## src/design/fio_pkg.sv

```systemverilog
// ============================================================================
// fio_pkg
// Shared constants and helpers for the Fresnel interface optics pipeline.
// ============================================================================
package fio_pkg;

    // Fixed-point formats.
    localparam int VEC_FRAC_BITS   = 14;
    localparam int INDEX_FRAC_BITS = 12;
    localparam int VEC_HALF        = 1 << (VEC_FRAC_BITS - 1);
    localparam int IDX_HALF        = 1 << (INDEX_FRAC_BITS - 1);
    localparam int COS_ONE         = 1 << VEC_FRAC_BITS;
    localparam int COEF_BITS       = 16;
    localparam int RATIO_CAP       = 4 << INDEX_FRAC_BITS;
    localparam int COEF_CAP        = 4 << COEF_BITS;
    localparam int PROB_ONE        = 32768;
    localparam int PROB_SHIFT      = 18;

    // Pipelined restoring divider geometry.
    localparam int DIV_NUM_W = 48;
    localparam int DIV_DEN_W = 33;
    localparam int DIV_QUO_W = 19;

    // Pipelined square root geometry.
    localparam int SQ_IN_W  = 29;
    localparam int SQ_OUT_W = 15;

    // Valid bits up to the stage in front of the output register.
    localparam int PIPE_DEPTH = 64;

    // Saturate a signed value to the 16-bit field range.
    function automatic logic [15:0] sat16(input logic signed [23:0] v);
        logic [15:0] res;
        if (v > 24'sd32767) begin
            res = 16'h7fff;
        end else if (v < -24'sd32768) begin
            res = 16'h8000;
        end else begin
            res = v[15:0];
        end
        return res;
    endfunction

endpackage

```

## src/design/fio_isqrt.sv

```systemverilog
// ============================================================================
// fio_isqrt
// Pipelined integer square root, one root bit per stage.
// ============================================================================
module fio_isqrt (
    input  logic                         i_clk,
    input  logic                         i_en,
    input  logic [fio_pkg::SQ_IN_W-1:0]  i_x,
    output logic [fio_pkg::SQ_OUT_W-1:0] o_root
);
    import fio_pkg::*;

    localparam int WK_W = SQ_IN_W + 1;

    logic [WK_W-1:0] r_x [SQ_OUT_W];
    logic [WK_W-1:0] r_r [SQ_OUT_W];
    logic [WK_W-1:0] n_x [SQ_OUT_W];
    logic [WK_W-1:0] n_r [SQ_OUT_W];

    // Digit recurrence: b walks down the powers of four.
    always_comb begin
        logic [WK_W-1:0] p_x;
        logic [WK_W-1:0] p_r;
        logic [WK_W-1:0] b;
        int              j;
        for (int k = 0; k < SQ_OUT_W; k++) begin
            if (k == 0) begin
                p_x = WK_W'(i_x);
                p_r = '0;
            end else begin
                p_x = r_x[k-1];
                p_r = r_r[k-1];
            end
            j = SQ_OUT_W - 1 - k;
            b = WK_W'(1) << (2 * j);
            if (p_x >= p_r + b) begin
                n_x[k] = p_x - (p_r + b);
                n_r[k] = (p_r >> 1) + b;
            end else begin
                n_x[k] = p_x;
                n_r[k] = p_r >> 1;
            end
        end
    end

    always_ff @(posedge i_clk) begin
        if (i_en) begin
            for (int k = 0; k < SQ_OUT_W; k++) begin
                r_x[k] <= n_x[k];
                r_r[k] <= n_r[k];
            end
        end
    end

    assign o_root = r_r[SQ_OUT_W-1][SQ_OUT_W-1:0];

endmodule
```

## config.mk

```make
export PLATFORM = sky130hd
export DESIGN_NAME = fio_isqrt
export DESIGN_NICKNAME = d
export VERILOG_FILES = /design/src/design/fio_pkg.sv /design/src/design/fio_isqrt.sv
export SDC_FILE = /design/constraint.sdc
export NUM_CORES = 1
export LEC_CHECK = 0
export ABC_AREA = 1
export ABC_CLOCK_PERIOD_IN_PS = 2300
export BUFFER_PORTS_ARGS = -buffer_cell sky130_fd_sc_hd__buf_2
export CAP_MARGIN = 20
export CORE_MARGIN = 3
export CORE_UTILIZATION = 28
export CTS_CLUSTER_SIZE = 8
export DETAILED_ROUTE_END_ITERATION = 12
export SLEW_MARGIN = 20
export SYNTH_ARGS = -nofsm -noshare
export SYNTH_HDL_FRONTEND = slang
export SYNTH_SLANG_ARGS = --single-unit
```

## constraint.sdc

```tcl
create_clock -name i_clk -period 2.3 [get_ports i_clk]
set_input_delay 0.23 -clock i_clk [delete_from_list [all_inputs] [get_ports i_clk]]
set_output_delay 0.23 -clock i_clk [all_outputs]
set_load 0.01 [all_outputs]
```

==> flow_summary.ini <==
[logic_synthesis]
yosys.area.top_type = edfxtp_1
synthCells = 3300
syn-cell-area_sq_um = 29500
yosys_warnings = 0
synthDistinctLibCells = 41
synth_top_area_share_pct = 55.0
synth_seq_cells = 540
synthTopCellsByArea = edfxtp_1 55%, nand2_1 13%, inv_1 6.8%
syn_avg_cell_area_sq_um = 8.93
ys_seq_area_share_pct = 55.0

[finish]
most-common-layout-cells = 1011 x nand2_1, 540 x edfxtp_1, 532 x inv_1, 341 x nor2_1, 191 x nand3_1
layout_commonest_cell = nand2_1
antenna-diode-count = 0
drive_above_1_share_pct = 11.4
area_growth_syn_to_layout_pct = 20.4
fin_nets = 3750

[sta]
slew_violations = 0
finalCritPeriodShare_pct = 95.1
period_needed_ns = 2.19
whs_ns = 0.314
finalHoldViolations = 0
setup_tns_ns = 0
fmaxAchievable_mhz = 457
tightest_slew_ns = 0.530
setup_viol = 0
worst_slew_margin_rel_pct = 64.3
clock_skew_ns = 0.0388

[setup_path]
cp-start-kind = flop
critical_path_class = flop to flop
worstPathRequired_ns = 2.65
cp.arrival_ns = 2.53
crit_fanout = 15
crit_path_end_kind = flop

[route]
drt-wirelength-per-cell_um = 14.4
first_pass_iters = 5
drc = 0
vias_per_cell = 4.41
drt_iter0_markers = 1122
wirelength_um = 71800
via_count = 21969
postRouteAntennaNets = 0

[cts]
cts_tree = yes
htreeDepth = 3
clkTransAtPathRegs_ns = 0.05
cts_root_buf = clkbuf_16
cts_buffer_depth = 3
cts.sinks = 540
clock_latency_ns = 0.63
cts_buffers = 77

[grt]
grt_max_degree = 91
overflow = 0
met3_usage_pct = 2.01
use_met2_pct = 24.9
use_met1_pct = 14.8
grt-busiest-layer = met2
gr-usage-all-layers_pct = 13.2
antenna_found_initial = 0
first_global_vias = 22216
grt_pass1_wl_um = 114000

[power]
clockPowerShare_pct = 33.6
ir_worst_vdd_uv = 581
power.share.sequential_pct = 43.7
sw_frac_of_total_pct = 30.4
p_int_mw = 21.1
power.switching_mw = 9.21
powerDensity_nw_per_um2 = 854
power_leakage_nw = 15.5
p_comb_share_pct = 22.6

[placement]
port_buffers = 45
gp_congestion = 0.948
dp_hpwl_um = 55800

[die]
die_y_um = 330
coreArea_sq_um = 104000
die_area_sq_um = 109000
io_pins = 46
start_util_pct = 28.4
die_w_um = 330
rows = 118

[flow_run]
maxCapViolations = 0

[outcome]
status = finished, final reports clean

[hold_path]
hp-class = primary input to flop
## through the flow
stage | utilization [%] | area (sq um) | setup WS, ns | std cells | power (mW)
3_5_place_dp | 31.3 | 32500 | -0.315 | 4847 | 20.0
5_1_grt | 34.1 | 35500 | -0.0444 | 4977 | 32.1
6_report | 34.1 | 35500 | 0.112 | 4977 | 30.3
2_1_floorplan | - | 29500 | 0.346 | 3301 | 17.6
3_3_place_gp | 31.3 | 32500 | -0.341 | 4847 | 20.0
4_1_cts | 33.6 | 34900 | 0.0444 | 4965 | 30.4
## final cells by class
cell class	count	area [sq um]
fillers	10684	68500
well taps	1380	1730
clock inverters	6	146
clock buffers	82	1970
multi-input cells	2191	11400
repair buffers	235	2000
flip-flops and latches	540	16200
inverters	543	2060
## power groups by stage
stage               clock network [mW]  registers [mW]  logic, mW
global route                      10.9            13.4       7.85
finish                            10.2            13.2       6.85
global placement                     0            13.4       6.57
floorplan                            0            13.0       4.61
detailed placement                   0            13.4       6.61
CTS                               10.5            13.2       6.68
## synthesized netlist by cell type, drive strengths merged
library cell	count
nand3	199
o211ai	6
a211oi	2
nand4	56
a21o	5
conb	1
nor3b	1
clkbuf	2
or2	16
o21bai	3
o21ai	93
and3	1
xnor2	42
and3b	1
nand2	1027
buf	25
nand3b	26
edfxtp	540
nor3	30
a31oi	1
and2	5
a21oi	116
ha	131
nor2	361
inv	543
nor4	7
xor2	56
a21boi	4
## per-layer routing
layer | wire (um) | share of wire (%)
met2 | 37600 | 52
met4 | 2620 | 3.6
met1 | 29500 | 41
met3 | 2170 | 3.0
met5 | 0 | 0
## cells by family after synthesis
logic type / after synthesis / synth area share [%]
simple gates: 1730 / 24.5
buf+inv: 570 / 7.64
flops: 540 / 55.0
compound gates: 230 / 4.40
fa+ha+maj: 131 / 5.56
xor+xnor: 98 / 2.91
other cells: 1 / 0.0127
## final timing paths
| check | start | to | slack [ns] | depth (start not counted) |
|---|---|---|---|---|
| hold / removal | i_x[27] | r_x[0][27] | 0.31 | 2 |
| setup / recovery | r_r[1][76] | r_x[1][114] | 0.11 | 13 |
| setup reg to reg | r_r[1][76] | r_x[1][114] | 0.11 | 13 |
| hold reg to reg | r_x[0][220] | r_x[1][10] | 0.42 | 0 |
## critical path, stage by stage (launching register included)
cell	delay [ns]
edfxtp_1	0.38
inv_1	0.06
ha_1	0.35
nand2_1	0.13
inv_1	0.07
nand2_1	0.06
nand2_1	0.08
nand2_1	0.10
nand2_1	0.07
nor2_2	0.14
nand3_4	0.13
buf_12	0.17
nand3_1	0.08
nand2_1	0.06
## state kept, by name, summed over array words and instances (netlist names)
name / count
r_x: 420
r_r: 120
## repair_timing
action | 4_1_cts | 5_1_grt
pin swaps | 0 | 7
gates resized for setup | 5 | 64
endpoints found under the setup margin | 23 | 101
hold buffers | 30 | 0
hold endpoints to repair | 48 | 0
setup buffers | 0 | 10
cloned | 0 | 2
Power figures use the tool's default switching activity.
